**src/rtl/iptcd_pkg.sv**
```systemverilog
`timescale 1ns / 1ps

package iptcd_pkg;

  localparam int SigLen = 14;
  localparam int TagLen = 4;
  localparam int QueueDepth = 4;
  localparam int QueueAw = $clog2(QueueDepth);

  localparam logic [15:0] WANTED_ID_RESET = 16'h0404;
  localparam logic [7:0]  DATASET_MARKER  = 8'h1C;

  typedef enum logic [1:0] {
    ST_FOUND   = 2'd0,
    ST_BAD_SIG = 2'd1,
    ST_NONE    = 2'd2,
    ST_MARKER  = 2'd3
  } status_t;

  typedef struct packed {
    logic       has_payload;
    logic [7:0] category;
    logic [7:0] number;
    logic [7:0] data;
    logic       data_valid;
    logic       last;
    logic       has_summary;
    status_t    status;
  } iptcd_cmd_t;

  function automatic logic [7:0] sig_byte(input logic [3:0] idx);
    case (idx)
      4'd0:    sig_byte = 8'h50;
      4'd1:    sig_byte = 8'h68;
      4'd2:    sig_byte = 8'h6F;
      4'd3:    sig_byte = 8'h74;
      4'd4:    sig_byte = 8'h6F;
      4'd5:    sig_byte = 8'h73;
      4'd6:    sig_byte = 8'h68;
      4'd7:    sig_byte = 8'h6F;
      4'd8:    sig_byte = 8'h70;
      4'd9:    sig_byte = 8'h20;
      4'd10:   sig_byte = 8'h33;
      4'd11:   sig_byte = 8'h2E;
      4'd12:   sig_byte = 8'h30;
      default: sig_byte = 8'h00;
    endcase
  endfunction

  function automatic logic [7:0] tag_byte(input logic [1:0] idx);
    case (idx)
      2'd0:    tag_byte = 8'h38;
      2'd1:    tag_byte = 8'h42;
      2'd2:    tag_byte = 8'h49;
      default: tag_byte = 8'h4D;
    endcase
  endfunction

endpackage

```
**src/rtl/iptcd_front.sv**
```systemverilog
`timescale 1ns / 1ps

module iptcd_front
  import iptcd_pkg::*;
(
  input  logic        clk,
  input  logic        rst,
  input  logic        cfg_we,
  input  logic [15:0] cfg_wdata,
  input  logic        accept,
  input  logic [7:0]  in_byte,
  input  logic        end_of_buffer,
  output logic        push,
  output iptcd_cmd_t  cmd
);

  typedef enum logic [3:0] {
    PH_SIG, PH_TAG, PH_ID, PH_NAMELEN, PH_NAME, PH_SIZE, PH_SKIP,
    PH_MARK, PH_CAT, PH_NUM, PH_LENHI, PH_LENLO, PH_DATA, PH_IDLE
  } phase_t;

  phase_t      phase, phase_next;
  logic [15:0] wanted_id;
  logic [7:0]  field_count, field_count_next;
  logic [15:0] resource_id, resource_id_next;
  logic [15:0] block_left, block_left_next;
  logic [15:0] dataset_left, dataset_left_next;
  logic [7:0]  cur_category, cur_category_next;
  logic [7:0]  cur_dataset, cur_dataset_next;
  logic        found_flag, found_flag_next;
  status_t     error_code, error_code_next;

  logic        consume_en;
  phase_t      consume_to;
  logic [15:0] bl_dec, dl_dec, size_new;
  logic [7:0]  fc_inc;
  logic        id_match;

  always_comb begin
    phase_next        = phase;
    field_count_next  = field_count;
    resource_id_next  = resource_id;
    block_left_next   = block_left;
    dataset_left_next = dataset_left;
    cur_category_next = cur_category;
    cur_dataset_next  = cur_dataset;
    found_flag_next   = found_flag;
    error_code_next   = error_code;
    consume_en        = 1'b0;
    consume_to        = PH_SKIP;
    bl_dec            = block_left - 16'd1;
    dl_dec            = dataset_left - 16'd1;
    fc_inc            = field_count + 8'd1;
    size_new          = {block_left[7:0], in_byte};
    id_match          = (resource_id == wanted_id);
    cmd               = '0;
    cmd.category      = cur_category;
    cmd.number        = cur_dataset;
    cmd.status        = ST_FOUND;

    if (accept) begin
      case (phase)
        PH_SIG: begin
          if (field_count >= 8'(SigLen) || in_byte != sig_byte(field_count[3:0])) begin
            error_code_next = ST_BAD_SIG;
            phase_next      = PH_IDLE;
          end else if (fc_inc == 8'(SigLen)) begin
            field_count_next = '0;
            phase_next       = PH_TAG;
          end else begin
            field_count_next = fc_inc;
          end
        end
        PH_TAG: begin
          if (in_byte != tag_byte(field_count[1:0])) begin
            phase_next = PH_IDLE;
          end else if (fc_inc >= 8'(TagLen)) begin
            field_count_next = '0;
            resource_id_next = '0;
            phase_next       = PH_ID;
          end else begin
            field_count_next = fc_inc;
          end
        end
        PH_ID: begin
          resource_id_next = {resource_id[7:0], in_byte};
          if (fc_inc >= 8'd2) begin
            field_count_next = '0;
            phase_next       = PH_NAMELEN;
          end else begin
            field_count_next = fc_inc;
          end
        end
        PH_NAMELEN: begin
          field_count_next = in_byte | 8'd1;
          phase_next       = PH_NAME;
        end
        PH_NAME: begin
          field_count_next = field_count - 8'd1;
          if (field_count == 8'd1) begin
            block_left_next = '0;
            phase_next      = PH_SIZE;
          end
        end
        PH_SIZE: begin
          block_left_next = size_new;
          if (fc_inc >= 8'd2) begin
            field_count_next = '0;
            if (id_match) begin
              found_flag_next = 1'b1;
            end
            if (size_new == 16'd0) begin
              phase_next = PH_TAG;
            end else begin
              phase_next = id_match ? PH_MARK : PH_SKIP;
            end
          end else begin
            field_count_next = fc_inc;
          end
        end
        PH_SKIP: begin
          consume_en = 1'b1;
          consume_to = PH_SKIP;
        end
        PH_MARK: begin
          consume_en = 1'b1;
          if (in_byte != DATASET_MARKER) begin
            if (error_code == ST_FOUND) begin
              error_code_next = ST_MARKER;
            end
            consume_to = PH_SKIP;
          end else begin
            consume_to = PH_CAT;
          end
        end
        PH_CAT: begin
          cur_category_next = in_byte;
          consume_en        = 1'b1;
          consume_to        = PH_NUM;
        end
        PH_NUM: begin
          cur_dataset_next = in_byte;
          consume_en       = 1'b1;
          consume_to       = PH_LENHI;
        end
        PH_LENHI: begin
          dataset_left_next = {in_byte, 8'h00};
          consume_en        = 1'b1;
          consume_to        = PH_LENLO;
        end
        PH_LENLO: begin
          dataset_left_next = {dataset_left[15:8], in_byte};
          consume_en        = 1'b1;
          if ({dataset_left[15:8], in_byte} == 16'd0) begin
            cmd.has_payload = 1'b1;
            cmd.last        = 1'b1;
            consume_to      = PH_MARK;
          end else begin
            consume_to = PH_DATA;
          end
        end
        PH_DATA: begin
          dataset_left_next = dl_dec;
          cmd.has_payload   = 1'b1;
          cmd.data          = in_byte;
          cmd.data_valid    = 1'b1;
          cmd.last          = (dl_dec == 16'd0) || (block_left == 16'd1);
          consume_en        = 1'b1;
          consume_to        = (dl_dec == 16'd0) ? PH_MARK : PH_DATA;
        end
        default: begin
          phase_next = PH_IDLE;
        end
      endcase

      if (consume_en) begin
        block_left_next = bl_dec;
        if (bl_dec == 16'd0) begin
          phase_next       = PH_TAG;
          field_count_next = '0;
        end else begin
          phase_next = consume_to;
        end
      end

      if (end_of_buffer) begin
        cmd.has_summary = 1'b1;
        if (phase_next == PH_SIG || error_code_next == ST_BAD_SIG) begin
          cmd.status = ST_BAD_SIG;
        end else if (error_code_next == ST_MARKER) begin
          cmd.status = ST_MARKER;
        end else if (found_flag_next) begin
          cmd.status = ST_FOUND;
        end else begin
          cmd.status = ST_NONE;
        end
        phase_next        = PH_SIG;
        field_count_next  = '0;
        resource_id_next  = '0;
        block_left_next   = '0;
        dataset_left_next = '0;
        cur_category_next = '0;
        cur_dataset_next  = '0;
        found_flag_next   = 1'b0;
        error_code_next   = ST_FOUND;
      end
    end
  end

  assign push = cmd.has_payload | cmd.has_summary;

  always_ff @(posedge clk) begin
    if (rst) begin
      wanted_id    <= WANTED_ID_RESET;
      phase        <= PH_SIG;
      field_count  <= '0;
      resource_id  <= '0;
      block_left   <= '0;
      dataset_left <= '0;
      cur_category <= '0;
      cur_dataset  <= '0;
      found_flag   <= 1'b0;
      error_code   <= ST_FOUND;
    end else begin
      if (cfg_we) begin
        wanted_id <= cfg_wdata;
      end
      phase        <= phase_next;
      field_count  <= field_count_next;
      resource_id  <= resource_id_next;
      block_left   <= block_left_next;
      dataset_left <= dataset_left_next;
      cur_category <= cur_category_next;
      cur_dataset  <= cur_dataset_next;
      found_flag   <= found_flag_next;
      error_code   <= error_code_next;
    end
  end

endmodule

```
**src/rtl/iptcd_fifo.sv**
```systemverilog
`timescale 1ns / 1ps

module iptcd_fifo
  import iptcd_pkg::*;
(
  input  logic       clk,
  input  logic       rst,
  input  logic       push,
  input  iptcd_cmd_t push_cmd,
  output logic       full,
  input  logic       pop,
  output logic       not_empty,
  output iptcd_cmd_t pop_cmd
);

  iptcd_cmd_t           entries [QueueDepth];
  logic [QueueAw-1:0]   wr_ptr, rd_ptr;
  logic [QueueAw:0]     count;

  assign full      = (count == (QueueAw+1)'(QueueDepth));
  assign not_empty = (count != '0);
  assign pop_cmd   = entries[rd_ptr];

  always_ff @(posedge clk) begin
    if (push && !full) begin
      entries[wr_ptr] <= push_cmd;
    end
  end

  always_ff @(posedge clk) begin
    if (rst) begin
      wr_ptr <= '0;
      rd_ptr <= '0;
      count  <= '0;
    end else begin
      if (push && !full) begin
        wr_ptr <= wr_ptr + QueueAw'(1);
      end
      if (pop && not_empty) begin
        rd_ptr <= rd_ptr + QueueAw'(1);
      end
      case ({push && !full, pop && not_empty})
        2'b10:   count <= count + (QueueAw+1)'(1);
        2'b01:   count <= count - (QueueAw+1)'(1);
        default: count <= count;
      endcase
    end
  end

endmodule

```
**src/rtl/iptcd_back.sv**
```systemverilog
`timescale 1ns / 1ps

module iptcd_back
  import iptcd_pkg::*;
(
  input  logic        clk,
  input  logic        rst,
  input  logic        q_not_empty,
  input  iptcd_cmd_t  q_cmd,
  output logic        q_pop,
  output logic        valid,
  input  logic        ready,
  output logic        is_summary,
  output logic [7:0]  record_category,
  output logic [7:0]  dataset_number,
  output logic [7:0]  payload_byte,
  output logic        payload_valid,
  output logic        dataset_end,
  output logic [1:0]  parse_status
);

  iptcd_cmd_t cur;
  logic       cur_valid;
  logic       payload_sent;
  logic       show_payload;
  logic       finishing;

  assign show_payload = cur.has_payload && !payload_sent;
  assign finishing    = cur_valid && ready && (!show_payload || !cur.has_summary);
  assign q_pop        = q_not_empty && (!cur_valid || finishing);

  assign valid           = cur_valid;
  assign is_summary      = !show_payload;
  assign record_category = show_payload ? cur.category : 8'd0;
  assign dataset_number  = show_payload ? cur.number : 8'd0;
  assign payload_byte    = show_payload ? cur.data : 8'd0;
  assign payload_valid   = show_payload && cur.data_valid;
  assign dataset_end     = show_payload && cur.last;
  assign parse_status    = show_payload ? ST_FOUND : cur.status;

  always_ff @(posedge clk) begin
    if (q_pop) begin
      cur <= q_cmd;
    end
  end

  always_ff @(posedge clk) begin
    if (rst) begin
      cur_valid    <= 1'b0;
      payload_sent <= 1'b0;
    end else begin
      if (q_pop) begin
        cur_valid    <= 1'b1;
        payload_sent <= 1'b0;
      end else if (finishing) begin
        cur_valid    <= 1'b0;
        payload_sent <= 1'b0;
      end else if (cur_valid && ready && show_payload) begin
        payload_sent <= 1'b1;
      end
    end
  end

endmodule

```
**src/rtl/image_resource_iptc_deframer_core.sv**
```systemverilog
`timescale 1ns / 1ps

// IPTC dataset deframer for image resource blocks. Bytes of a metadata buffer
// enter one per cycle while byte_ready is high; after the 14-byte signature the
// resource blocks are walked and the block whose id equals the register written
// through cfg_we/cfg_wdata (reset 0x0404) is split into datasets, one result
// word per payload byte (one word with payload_valid low for an empty dataset).
// The byte marked end_of_buffer also yields a status word and restarts parsing.
// A byte is taken every cycle while the four-entry command queue between the
// parser and the output stage has room; the output stage delivers one word per
// cycle while result_ready is high, payload word before status word. Each command
// is registered in the queue and then in the output stage before it is shown.
module image_resource_iptc_deframer_core
  import iptcd_pkg::*;
(
  input  logic        clk,
  input  logic        rst,
  input  logic        cfg_we,
  input  logic [15:0] cfg_wdata,
  input  logic        byte_valid,
  output logic        byte_ready,
  input  logic [7:0]  in_byte,
  input  logic        end_of_buffer,
  output logic        result_valid,
  input  logic        result_ready,
  output logic        is_summary,
  output logic [7:0]  record_category,
  output logic [7:0]  dataset_number,
  output logic [7:0]  payload_byte,
  output logic        payload_valid,
  output logic        dataset_end,
  output logic [1:0]  parse_status
);

  iptcd_cmd_t push_cmd, pop_cmd;
  logic       push, full, pop, not_empty, accept;

  assign byte_ready = !full;
  assign accept     = byte_valid && byte_ready;

  iptcd_front u_front (
    .clk          (clk),
    .rst          (rst),
    .cfg_we       (cfg_we),
    .cfg_wdata    (cfg_wdata),
    .accept       (accept),
    .in_byte      (in_byte),
    .end_of_buffer(end_of_buffer),
    .push         (push),
    .cmd          (push_cmd)
  );

  iptcd_fifo u_fifo (
    .clk      (clk),
    .rst      (rst),
    .push     (push),
    .push_cmd (push_cmd),
    .full     (full),
    .pop      (pop),
    .not_empty(not_empty),
    .pop_cmd  (pop_cmd)
  );

  iptcd_back u_back (
    .clk            (clk),
    .rst            (rst),
    .q_not_empty    (not_empty),
    .q_cmd          (pop_cmd),
    .q_pop          (pop),
    .valid          (result_valid),
    .ready          (result_ready),
    .is_summary     (is_summary),
    .record_category(record_category),
    .dataset_number (dataset_number),
    .payload_byte   (payload_byte),
    .payload_valid  (payload_valid),
    .dataset_end    (dataset_end),
    .parse_status   (parse_status)
  );

endmodule

```
**config.mk**
```make
export PLATFORM = sky130hd
export DESIGN_NAME = image_resource_iptc_deframer_core
export DESIGN_NICKNAME = d
export VERILOG_FILES = /design/src/rtl/iptcd_pkg.sv /design/src/rtl/iptcd_front.sv /design/src/rtl/iptcd_fifo.sv /design/src/rtl/iptcd_back.sv /design/src/rtl/image_resource_iptc_deframer_core.sv
export SDC_FILE = /design/constraint.sdc
export NUM_CORES = 1
export LEC_CHECK = 0
export ABC_AREA = 1
export CAP_MARGIN = 20
export CORE_AREA = 2 2 175 177
export CTS_BUF_LIST = sky130_fd_sc_hd__clkbuf_8
export CTS_CLUSTER_SIZE = 24
export DETAILED_ROUTE_END_ITERATION = 7
export DIE_AREA = 0 0 177 179
export DONT_BUFFER_PORTS = 1
export GPL_TIMING_DRIVEN = 0
export PLACE_DENSITY = 0.7
export SLEW_MARGIN = 20
export SYNTH_ARGS = -nofsm -noshare
export SYNTH_HDL_FRONTEND = slang
export SYNTH_HIERARCHICAL = 1
export SYNTH_SLANG_ARGS = --single-unit
```
**constraint.sdc**
```tcl
create_clock -name clk -period 8.13 [get_ports clk]
set_input_delay 0 -clock clk [delete_from_list [all_inputs] [get_ports clk]]
set_output_delay 0 -clock clk [all_outputs]
set_load 0.01 [all_outputs]
```
After elaboration in Yosys (flattened, before gate mapping)

Memory sizes are Yosys's and may differ from the RTL's. A register that Yosys moved wholly into a read port is not among the register bits.
Cells that the tools add are included.

Memories: 2
Memory bits (read-only): 112
Input port bits: 30
Output and inout bits: 31
Register bits: 104
Word-level logic and storage cells: 186
Memory bits (writable): 120

Muxes and demuxes: 80
Reductions and logical operators: 46
Bitwise operators: 1
Equality and inequality tests: 30
$lt $le $gt $ge: 3
Add/subtract/negate cells: 8

Memories:

| memory           | depth | width | rd ports | clocked after memory_dff | wr ports | RTL line         | RTL |
|---|---|---|---|---|---|---|---|
| u_fifo.entries   | 4     | 30    | 1        | 1                        | 1        | iptcd_fifo.sv:16 | `iptcd_cmd_t entries [QueueDepth];` |
| (name not given) | 16    | 7     | 1        | 1                        | 0        | iptcd_pkg.sv:32  | `case (idx)` |

Operator list:

| operator              | count |
|---|---|
| $mux 8                | 19 |
| $mux 16               | 7 |
| $mux 4                | 17 |
| $logic_not 16->1      | 4 |
| $pmux 16 s2           | 2 |
| $pmux 16 s3           | 1 |
| $pmux 8 s5            | 1 |
| $sub 16x1->16 const B | 2 |
| $pmux 4 s7            | 1 |
| $pmux 4 s6            | 1 |
| $pmux 7 s3            | 1 |
| $eq 4x4->1 const B    | 5 |
| $mux 2                | 9 |
| $eq 16x1->1 const B   | 1 |
| $eq 16x16->1          | 1 |
| $eq 4x3->1 const B    | 4 |
| $ne 8x8->1            | 2 |
| $mux 1                | 14 |
| $mux 13               | 1 |
| $logic_and 1x1->1     | 10 |
| $mux 9                | 1 |
| $reduce_bool 3->1     | 3 |
| $add 8x1->8 const B   | 1 |
| $eq 4x2->1 const B    | 2 |
| other kinds (35)      | 58 |

Longest topological paths before layout

Gate-level depths: netlist (run 1).

Depth after elaboration: 19
Gate-level depth with buffers: 23
Depth with buffers taken out: 22

Hierarchy

The synthesis (run 1) kept the hierarchy.

Modules (own cells, without submodules):

| module                            | area an instance (um2) | sequential area each (um2) | cells an instance | instances |
|---|---|---|---|---|
| iptcd_front                       | 6891.6                 | 2042.0                     | 1074              | 1 |
| iptcd_fifo                        | 5011.1                 | 3783.6                     | 360               | 1 |
| iptcd_back                        | 1255.0                 | 940.9                      | 105               | 1 |
| image_resource_iptc_deframer_core | 13.8                   | 0.0                        | 3                 | 1 |

Least setup slack after synthesis (run 1)

Ideal clock, no wire load.

Path type: register to register
From: reg u_front.phase[3]
To: mem u_fifo/entries[0][0] in the netlist's numbering (enable)
Period minus slack after synthesis: 3.096 ns
Buffers on the path: 0
Setup time: 0.417 ns
Arrival: 2.679 ns
Slack: 5.034 ns
Cell stages (with the launch flop): 11
Required time: 7.713 ns
Cells stage by stage: dfxtp_1 > inv_2 > nor2_1 > inv_1 > nor2_2 > nand4_1 > nand2_1 > nand2_1 > nand2_1 > nand2_4 > nor2_1

Longest elaborated chain between the ends: 7
Elaborated cells between the ends (all ways): 8
Classes of those cells: eq/ne: 2; mux: 4; bitwise: 1; reduce/logical: 1

Ends and longest elaborated chain:

| item                             | RTL line                                | RTL |
|---|---|---|
| start, declared                  | iptcd_front.sv:22                       | `phase_t phase, phase_next;` |
| start signal, assigned           | iptcd_front.sv:228                      | `phase <= phase_next;` |
| $eq 4x4->1                       | iptcd_front.sv:62                       | `case (phase)` |
| $pmux 1 s2 (*)                   | iptcd_front.sv:62                       |  |
| $mux 1 (*)                       | iptcd_front.sv:61                       | `if (accept) begin` |
| $or 1x1->1 (*)                   | iptcd_front.sv:210                      | `assign push = cmd.has_payload \| cmd.has_summary;` |
| named net push                   | image_resource_iptc_deframer_core.sv:36 | `logic push, full, pop, not_empty, accept;` |
| $logic_and 1x1->1 (*)            | iptcd_fifo.sv:25                        | `if (push && !full) begin` |
| $mux 1 (*)                       | iptcd_fifo.sv:25                        |  |
| $mux 1 (not written as such) (*) | iptcd_fifo.sv:26                        | `entries[wr_ptr] <= push_cmd;` |
| end, declared                    | iptcd_fifo.sv:16                        |  |

Mark *: on every way through the listed nets, which the timed path passes. The rest lies on a longest branch.

==> results of run 1 <==
[routing by layer]
metal | GRT usage (%) | vias up
met5 | 0 | -
met4 | 7.23 | 0
met3 | 4.01 | 68
met2 | 37.6 | 390
met1 | 28.0 | 5202
li1 | - | 5360
[layout by cell type (no fill, tap or decap), types with 3 or more instances in the layout]
cell type and n:
o21ai_0 83, o21bai_1 3, xnor2_1 20, nand2_2 22, o21ai_2 4, nor3_1 4, nor2_1 225, o22ai_1 42
dlygate4sd3_1 53, dfxtp_1 113, nand3_1 69, nand3_2 4, edfxtp_1 150, inv_2 14, ha_1 22, bufinv_16 4
nor2_2 19, clkinv_1 7, buf_4 6, clkbuf_1 21, inv_1 164, o21ai_1 33, xor2_1 10, buf_6 13
nor2_4 12, clkinv_2 4, o211ai_1 8, nand2_4 9, nand4_1 30, a21oi_2 12, buf_2 10, nand3b_1 5
buf_16 4, nand2_1 315, a21oi_1 85, clkbuf_8 47
[logic make-up (layout without fill, tap and decap cells)]
| kind of cell | after synthesis | count (layout) | synth area share [%] |
|---|---|---|---|
| compound gates | 286 | 286 | 12.4 |
| fa+ha+maj | 23 | 23 | 2.24 |
| simple gates | 726 | 726 | 24.5 |
| xor+xnor | 32 | 32 | 2.24 |
| flops | 263 | 263 | 51.4 |
| buf+inv | 212 | 352 | 7.23 |
[power breakdown]
part / internal (mW) / switching [mW] / total, mW
Clock: 0.665 / 0.522 / 1.19
Combinational: 0.383 / 0.778 / 1.16
Sequential: 1.61 / 0.0723 / 1.68
Total: 2.65 / 1.37 / 4.03
[cells in the mapped netlist, types with 2 or more instances]
master	instances
nand2_1	315
nor2_1	229
edfxtp_1	150
inv_1	143
dfxtp_1	113
a21oi_1	85
o21ai_0	83
nand3_1	69
o22ai_1	42
o21ai_1	33
nand4_1	30
ha_1	22
nand2_2	22
clkbuf_1	21
xnor2_1	20
nor2_2	19
inv_2	14
a21oi_2	13
buf_6	13
buf_2	10
xor2_1	10
nand2_4	9
nor2_4	8
o211ai_1	8
buf_4	6
nand3b_1	5
nand3_2	4
nor3_1	4
o21ai_2	4
clkinv_1	3
o21bai_1	3
a211oi_1	2
a31oi_1	2
and2_1	2
nand4_2	2
nor3b_1	2
o221ai_1	2
[how the worst max path moves through the flow]
stage                     slack [ps]                              end                           startpoint
after floorplan                 5030   u_fifo/entries[0][0]$_DFFE_PP_        u_front/phase[3]$_SDFFE_PP0P_
after global placement          3730  u_fifo/entries[0][26]$_DFFE_PP_        u_front/phase[3]$_SDFFE_PP0P_
after detailed placement        4780                             flop         u_fifo/count[1]$_SDFFE_PP0P_
after CTS                       4750                             flop         u_fifo/count[1]$_SDFFE_PP0P_
after global routing            4450                             flop  u_front/field_count[0]$_SDFFE_PP0P_
final                           4720                             flop         u_fifo/count[1]$_SDFFE_PP0P_
[state kept, by name, summed over array words and instances (netlist names), 3 cells and up, named ones only]
signal                count
u_fifo/entries          120
u_front/cur_dataset       8
u_front/block_left       16
u_back/cur               30
u_front/cur_category      8
u_front/resource_id      16
u_front/dataset_left     16
u_front/field_count       8
u_fifo/count              3
u_front/phase             4
u_front/wanted_id        16
[area by class of cell]
class / count / area [µm²] / area share, %
Buffer: 51 / 340 / 2.23
Clock buffer: 47 / 647 / 4.24
Clock inverter: 35 / 259 / 1.70
Inverter: 161 / 612 / 4.01
Multi-Input combinational cell: 1067 / 5490 / 36.0
Sequential cell: 263 / 6770 / 44.3
Tap cell: 396 / 495 / 3.24
Timing Repair Buffer: 58 / 661 / 4.33
[repair_timing]
item / 4_1_cts / 5_1_grt
setup endpoints to repair: 0 / 0
hold buffers: 53 / 0
endpoints found under the hold margin: 102 / 0
[worst max-delay path: cells and delay by family (launching register included)]
| family | cells | cell delay [ps] |
|---|---|---|
| buffers and inverters | 6 | 880 |
| AOI/OAI and AO/OA | 1 | 180 |
| adders and majority gates | 1 | 350 |
| DFF | 1 | 390 |
| and+or+nand+nor | 11 | 1470 |
==> results.yml, run 1 <==
setup_path:
  cp_max_fo: 8
  worst_setup_path_start_kind: "flop"
  worst-r2r-setup-slack_ps: 4720
  cp.required_ps: 8560
  worstPathCellList: "nor2_4 > nand2_4 > inv_1 > nor2_2 > buf_4 > inv_1 > nor2_1 > inv_1 > a21oi_1 > nand2_1 > inv_1 > nand2_1 > nand2_1 > nand2_1 > ha_1 > inv_1 > nand4_1 > nand3_1 > nand2_1"
  slowest_stage: "nor2_1"
  worst_ep_arrival_time_ps: 3840
  rr_startpoint: "u_fifo/count[1]$_SDFFE_PP0P_"
  end_kind: "flop"
  max_stage_delay_ps: 510
  crit_type: "flop to flop"
  r2r_cells: 19
clock_network:
  cts_tree: "built"
  cts_made_buffers: 44
  clk_pin_slew_worst_paths_ps: 50
  cts.path.max_buffers: 3
  cts_resized: 0
  clockRootBuffer: "clkbuf_8"
  cts_num_sinks: 263
  htreeDepth: 2
  clock_latency_ps: 550
  post_cts_buffers: 0
yosys:
  syn_area_um2: 13200
  synth-async-reset-ratio_pct: 0
  ys_seq_elements: 263
  synth_cells: 1542
  synth_cell_types: 57
  yosysTopAreaCell: "edfxtp_1"
  ys_seq_area_share_pct: 51.4
  avgSynthCellArea_um2: 8.54
  synth_top_area_share_pct: 34.2
  ys_top_cells_by_area: "edfxtp_1, dfxtp_1, nand2_1"
  yosys_warnings: 6
  ys.flop_type: "edfxtp_1"
  syn_nets: 1595
  synth_edf_count: 150
route:
  avgViaCountPerCell: 5.30
  dr.pass1.iters: 5
  top_layer_used: "met4"
  drtIter0Drc: 1015
  drc_errors: 0
  met1Wirelength_mm: 14.7
  vias: 11020
  met2_length_mm: 16.7
  wirelength_mm: 34.5
  met3WireLength_mm: 2.34
  postRouteAntennaNets: 0
  wl_per_cell_um: 16.6
global_routing:
  grt_pass1_vias: 10692
  grt_pass1_wl_mm: 54.8
  grt_max_degree: 26
  antenna_found_initial: 0
  grt_overflow: 0
  globalRouteTotalUtil_pct: 21.9
placed_design:
  place.port_buffers: 0
  pre_cts_ws_ps: 4780
  placedInstanceArea_um2: 13800
  dp_hpwl_mm: 24.3
  placed_cells: 1943
  finalWeightedCongestion: 0.956
timing:
  relSlewSlack_pct: 49.6
  setup_slack_ps: 4720
  clock_skew_ps: 11.8
  max_freq_mhz: 293
  timing.setup.tns_ps: 0
  setup_viol: 0
  fin_crit_ps: 3410
  drv_slew: 0
  rsz0062_at_grt: "no"
  holdWs_ps: 46.1
  hold_viol_final: 0
  fin_crit_sh_pct: 42.0
  worstMarginPinSlew_ps: 751
floorplanning:
  die_h_um: 179
  boundaryPins: 61
  initial_core_util_pct: 43.9
  rows: 64
  die-area_um2: 31700
  die_x_um: 177
  core_area_um2: 30000
pwr:
  power_density_nw_per_um2: 264
  vdd_drop_max_v: 0.000196
  leakagePower_nw: 6.14
  power_mw: 4.03
cells_and_area:
  stdcell_count: 2078
  fillers: 2770
  antennaDiodeCount: 0
  final_net_count: 1699
  area_growth_syn_to_layout_pct: 15.9
  finish.utilization_pct: 50.9
  finalInstanceArea_um2: 15300
  layout-drive-gt1-share_pct: 11.9
min_path:
  min_to: "u_front/error_code[1]$_SDFFE_PP0P_"
  hold_path.class: "primary input to flop"
  hold_depth: 6
  min-delay-start: "in_byte[6]"
run_status:
  outcome: "finished, final reports clean"
flow_run:
  maxCapViolations: 0
No activity file was read; power rests on OpenSTA's default activity.
==> inputs of run 2 (changes only) <==
clock period = 3.3 ns   (was 8.13 ns; I/O delays follow)
==> results.yml, run 2 (synthesis results as in run 1) <==
global_routing:
  globalRouteTotalUtil_pct: 22.0
  grt_max_degree: 26
  grt_pass1_vias: 10687
  grt_pass1_wl_mm: 54.8
  grt_overflow: 0
  antenna_found_initial: 1
pwr:
  power_density_nw_per_um2: 649
  p_clk_share_pct: 29.5
  vdd_drop_max_v: 0.000483
  leakagePower_nw: 6.14
  switching_share_pct: 34.1
  combinationalPowerShare_pct: 28.9
  p_seq_share_pct: 41.6
  netSwitchingPower_mw: 3.39
  p_int_mw: 6.54
setup_path:
  max_stage_delay_ps: 340
  worst_setup_path_start_kind: "flop"
  cp_max_fo: 8
  critPathBufInv: 2
  worst-r2r-setup-slack_ps: 250
  cp.required_ps: 3740
  worstPathCellList: "inv_1 > ha_2 > nand2_2 > nor2_2 > xnor2_1 > nand3_1 > nor2_2 > nand4_2 > nand2_4 > nand2_4 > nand2_4 > nor2_4 > ha_1 > inv_1 > nand4_1 > nand3_1 > nand2_1"
  slowest_stage: "dfxtp_1"
  crit_family: "simple AND/OR/NAND/NOR gates"
  cpMostUsedCell: "nand2_4"
  crit_type: "flop to flop"
  rr_startpoint: "u_front/block_left[0]$_SDFFE_PP0P_"
  worst_ep_arrival_time_ps: 3480
  end_kind: "flop"
  r2r_cells: 17
cells_and_area:
  largest_reg_flops: 120
  largest-register: "u_fifo/entries"
  area_growth_syn_to_layout_pct: 16.2
  fillers: 2770
  layout-drive-gt1-share_pct: 12.2
  layout_commonest_cell: "nand2_1"
  mostFrequentLayoutCells: "nand2_1, nor2_1, inv_1"
  largest_registers: "u_fifo/entries: 120 flops, u_back/cur: 30 flops"
  final_net_count: 1699
route:
  dr.pass1.iters: 5
  drc_errors: 0
  wl_per_cell_um: 16.6
  avgViaCountPerCell: 5.29
  wirelength_mm: 34.5
  drtIter0Drc: 961
  postRouteAntennaNets: 0
  vias: 11001
floorplanning:
  die_x_um: 177
  core_area_um2: 30000
  die_h_um: 179
  die-area_um2: 31700
  initial_core_util_pct: 43.9
  boundaryPins: 61
  rows: 64
clock_network:
  cts_tree: "built"
  clk_pin_slew_worst_paths_ps: 50
  clockRootBuffer: "clkbuf_8"
  htreeDepth: 2
  clock_latency_ps: 550
  cts_num_sinks: 263
  cts_made_buffers: 44
  cts.path.max_buffers: 3
timing:
  max_freq_mhz: 328
  relSlewSlack_pct: 50.8
  timing.setup.tns_ps: 0
  fin_crit_sh_pct: 92.4
  holdWs_ps: 33.5
  drv_slew: 0
  worstMarginPinSlew_ps: 733
  setup_viol: 0
  hold_viol_final: 0
  fin_crit_ps: 3050
  clock_skew_ps: 13.8
flow_run:
  maxCapViolations: 0
placed_design:
  dp_hpwl_mm: 24.3
  place.port_buffers: 0
  finalWeightedCongestion: 0.956
min_path:
  min-delay-start: "in_byte[6]"
  hold_path.class: "primary input to flop"
  min_to: "u_front/error_code[1]$_SDFFE_PP0P_"
  hold_depth: 6
run_status:
  outcome: "finished, final reports clean"
[run 2: layout make-up]
type                            count  area [µm²]  share of cell area, %
Antenna cell                        1        2.50                 0.0163
Buffer                             51         340                   2.22
Clock buffer                       47         647                   4.23
Clock inverter                     35         259                   1.69
Inverter                          161         612                   4.00
Multi-Input combinational cell   1067        5520                   36.1
Sequential cell                   263        6770                   44.2
Tap cell                          396         495                   3.24
Timing Repair Buffer               58         661                   4.32
[run 2: power by group through the flow]
stage | clock network (mW) | registers, mW | logic, mW
floorplan | 0 | 4.16 | 2.07
global placement | 0 | 4.21 | 2.66
detailed placement | 0 | 4.20 | 2.79
CTS | 3.00 | 4.13 | 2.86
global route | 3.14 | 4.17 | 3.21
finish | 2.93 | 4.13 | 2.87
[run 2: worst max path at each step]
stage / slack [ps] / depth (start not counted) / endpoint / startpoint
after global routing: -20 / 22 / flop / u_front/field_count[1]$_SDFFE_PP0P_
after global placement: -1100 / 10 / u_fifo/entries[0][26]$_DFFE_PP_ / u_front/phase[3]$_SDFFE_PP0P_
after floorplan: 200 / 10 / u_fifo/entries[2][0]$_DFFE_PP_ / u_front/phase[3]$_SDFFE_PP0P_
after CTS: 130 / 19 / flop / u_fifo/count[1]$_SDFFE_PP0P_
final: 250 / 17 / flop / u_front/block_left[0]$_SDFFE_PP0P_
after detailed placement: -50 / 19 / flop / u_fifo/count[1]$_SDFFE_PP0P_
[run 2: worst register-to-register path, stage by stage, from the launching register on]
cell	delay, ps
dfxtp_1	340
inv_1	180
ha_2	300
nand2_2	90
nor2_2	170
xnor2_1	210
nand3_1	150
nor2_2	120
nand4_2	250
nand2_4	170
nand2_4	110
nand2_4	140
nor2_4	60
ha_1	270
inv_1	80
nand4_1	110
nand3_1	120
nand2_1	70
[run 2: what timing repair did]
| item | CTS | global route |
|---|---|---|
| buffers inserted | 0 | 0 |
| endpoints found under the hold margin | 102 | 0 |
| hold buffers | 53 | 0 |
| gates resized for setup | 2 | 8 |
| setup endpoints to repair | 2 | 5 |
[run 2: layer usage]
layer | wire length [µm] | global-route usage, % | part of all wire [%]
met1 | 14600 | 27.8 | 42
met2 | 16700 | 37.6 | 48
met3 | 2420 | 4.39 | 7.0
met4 | 786 | 7.30 | 2.3
met5 | 0 | 0 | 0
[run 2: metrics by stage]
stage                     util [%]  worst slack (ps)  cells  total power [mW]  area (µm²)
after floorplan                  -               204   1542              6.24       13200
after global placement        45.5             -1100   1938              6.87       13700
after detailed placement      46.1             -48.5   1943              6.99       13800
after CTS                     50.9               129   2078              10.0       15300
after global routing          51.0             -15.3   2079              10.5       15300
final                         51.0               252   2079              9.93       15300
==> inputs of run 3 (changes only) <==
CTS_BUF_LIST = unset   (was sky130_fd_sc_hd__clkbuf_8)
==> results.yml, run 3 (synthesis results as in run 1) <==
pwr:
  leakagePower_nw: 6.03
  power_mw: 10.0
  vdd_drop_max_v: 0.000372
  power_density_nw_per_um2: 656
clock_network:
  htreeDepth: 1
  clockRootBuffer: "clkbuf_16"
  cts_made_buffers: 28
  cts_num_sinks: 263
  clock_latency_ps: 560
  cts_tree: "built"
  cts.path.max_buffers: 3
  clk_pin_slew_worst_paths_ps: 60
setup_path:
  cp.required_ps: 3790
  worstPathCellList: "inv_1 > ha_2 > nand2_2 > nor2_2 > xnor2_1 > nand3_1 > nor2_2 > nand4_2 > nand2_4 > nand2_4 > nand2_4 > nor2_4 > inv_1 > ha_1 > inv_1 > nand2_1 > nand2_1 > nand2_1 > nand2_1 > nand2_1"
  cpMostUsedCell: "nand2_1"
  r2r_cells: 20
  worst_setup_path_start_kind: "flop"
  rr_startpoint: "u_front/block_left[0]$_SDFFE_PP0P_"
  cp_max_fo: 8
  worst-r2r-setup-slack_ps: 260
  crit_type: "flop to flop"
  max_stage_delay_ps: 340
  worst_ep_arrival_time_ps: 3540
  end_kind: "flop"
  slowest_stage: "dfxtp_1"
min_path:
  hold_depth: 6
  hold_path.class: "primary input to flop"
  min_to: "u_front/error_code[1]$_SDFFE_PP0P_"
  min-delay-start: "in_byte[6]"
global_routing:
  grt_pass1_vias: 10499
  grt_max_degree: 26
  grt_overflow: 0
  grt_pass1_wl_mm: 54.8
  antenna_found_initial: 0
  globalRouteTotalUtil_pct: 21.9
placed_design:
  placedInstanceArea_um2: 13800
  place.port_buffers: 0
  pre_cts_ws_ps: -48.5
  finalWeightedCongestion: 0.956
  dp_hpwl_mm: 24.3
route:
  drtIter0Drc: 954
  vias: 10880
  wl_per_cell_um: 16.9
  postRouteAntennaNets: 0
  avgViaCountPerCell: 5.32
  wirelength_mm: 34.6
  drc_errors: 0
  dr.pass1.iters: 5
cells_and_area:
  finish.utilization_pct: 50.9
  finalInstanceArea_um2: 15300
  largest_reg_flops: 120
  largest-register: "u_fifo/entries"
  area_growth_syn_to_layout_pct: 16.1
  mostFrequentLayoutCells: "nand2_1, nor2_1, edfxtp_1"
  final_net_count: 1682
  largest_registers: "u_fifo/entries: 120 flops, u_back/cur: 30 flops"
  layout-drive-gt1-share_pct: 11.8
  layout_commonest_cell: "nand2_1"
  antennaDiodeCount: 0
timing:
  drv_slew: 0
  clock_skew_ps: 8.68
  holdWs_ps: 35.1
  setup_slack_ps: 256
  worstMarginPinSlew_ps: 725
  rsz0062_at_grt: "no"
  hold_viol_final: 0
  fin_crit_sh_pct: 92.2
  setup_viol: 0
  fin_crit_ps: 3040
  max_freq_mhz: 329
  relSlewSlack_pct: 51.3
floorplanning:
  core_area_um2: 30000
  boundaryPins: 61
  die_h_um: 179
  die_x_um: 177
  rows: 64
  die-area_um2: 31700
  initial_core_util_pct: 43.9
flow_run:
  maxCapViolations: 0
run_status:
  outcome: "finished, final reports clean"
-- run 3: changes by cell type in the layout (fill, tap and decap cells not counted), moves of 2 or more --
cell        before  now
clkinvlp_4       0    2
clkinv_1         7    4
inv_1          164  143
clkbuf_16        0   28
inv_6            1    5
clkbuf_8        47    5
clkbuf_1        21   27
bufinv_16        4    0
-- run 3: metrics by stage --
| stage | TNS, ps | std cells |
|---|---|---|
| 2_1_floorplan | 0 | 1542 |
| 3_3_place_gp | -124600 | 1938 |
| 3_5_place_dp | -51.7 | 1943 |
| 4_1_cts | 0 | 2047 |
| 5_1_grt | 0 | 2047 |
| 6_report | 0 | 2047 |
-- run 3: final cells by class --
class / instances / area [µm²]
tap: 396 / 495
buffer: 51 / 340
timing repair buffer: 57 / 651
fill: 2764 / 14700
sequential: 263 / 6770
multi-input combinational: 1067 / 5520
clock inverter: 13 / 113
inverter: 161 / 612
clock buffer: 39 / 792
-- run 3: worst max path at each step --
stage / start / endpoint / slack (ps)
final: u_front/block_left[0]$_SDFFE_PP0P_ / flop / 260
after global routing: u_front/field_count[1]$_SDFFE_PP0P_ / flop / 20
after CTS: u_fifo/count[1]$_SDFFE_PP0P_ / flop / 120
after detailed placement: u_fifo/count[1]$_SDFFE_PP0P_ / flop / -50
after global placement: u_front/phase[3]$_SDFFE_PP0P_ / u_fifo/entries[0][26]$_DFFE_PP_ / -1100
after floorplan: u_front/phase[3]$_SDFFE_PP0P_ / u_fifo/entries[2][0]$_DFFE_PP_ / 200
-- run 3: worst max-delay path, delay by kind of cell (launching register included) --
kind | cells | cell delay [ps]
AND/OR/NAND/NOR | 14 | 1530
adder cells (fa/ha/maj) | 2 | 530
buffers and inverters | 3 | 360
flip-flops | 1 | 340
XOR/XNOR | 1 | 210
-- run 3: routing by layer --
layer,track usage [%],up-vias,part of all wire (%)
met1,28.3,5131,43
li1,-,5306,-
met2,38.1,365,48
met5,0,-,0
met3,3.24,78,6.6
met4,6.20,0,2.6
-- run 3: what timing repair did --
action / CTS / global route
gates cloned: 0 / 0
hold buffers: 52 / 0
setup endpoints to repair: 3 / 5
setup buffers: 0 / 0
endpoints found under the hold margin: 101 / 0
gates resized for setup: 2 / 9
-- run 3: where the power goes --
part / internal (mW) / switching (mW) / total (mW) / leakage [nW]
Clock: 1.70 / 1.32 / 3.03 / 0.440
Sequential: 3.95 / 0.178 / 4.13 / 2.32
Combinational: 0.948 / 1.93 / 2.88 / 3.27
Total: 6.60 / 3.43 / 10.0 / 6.03
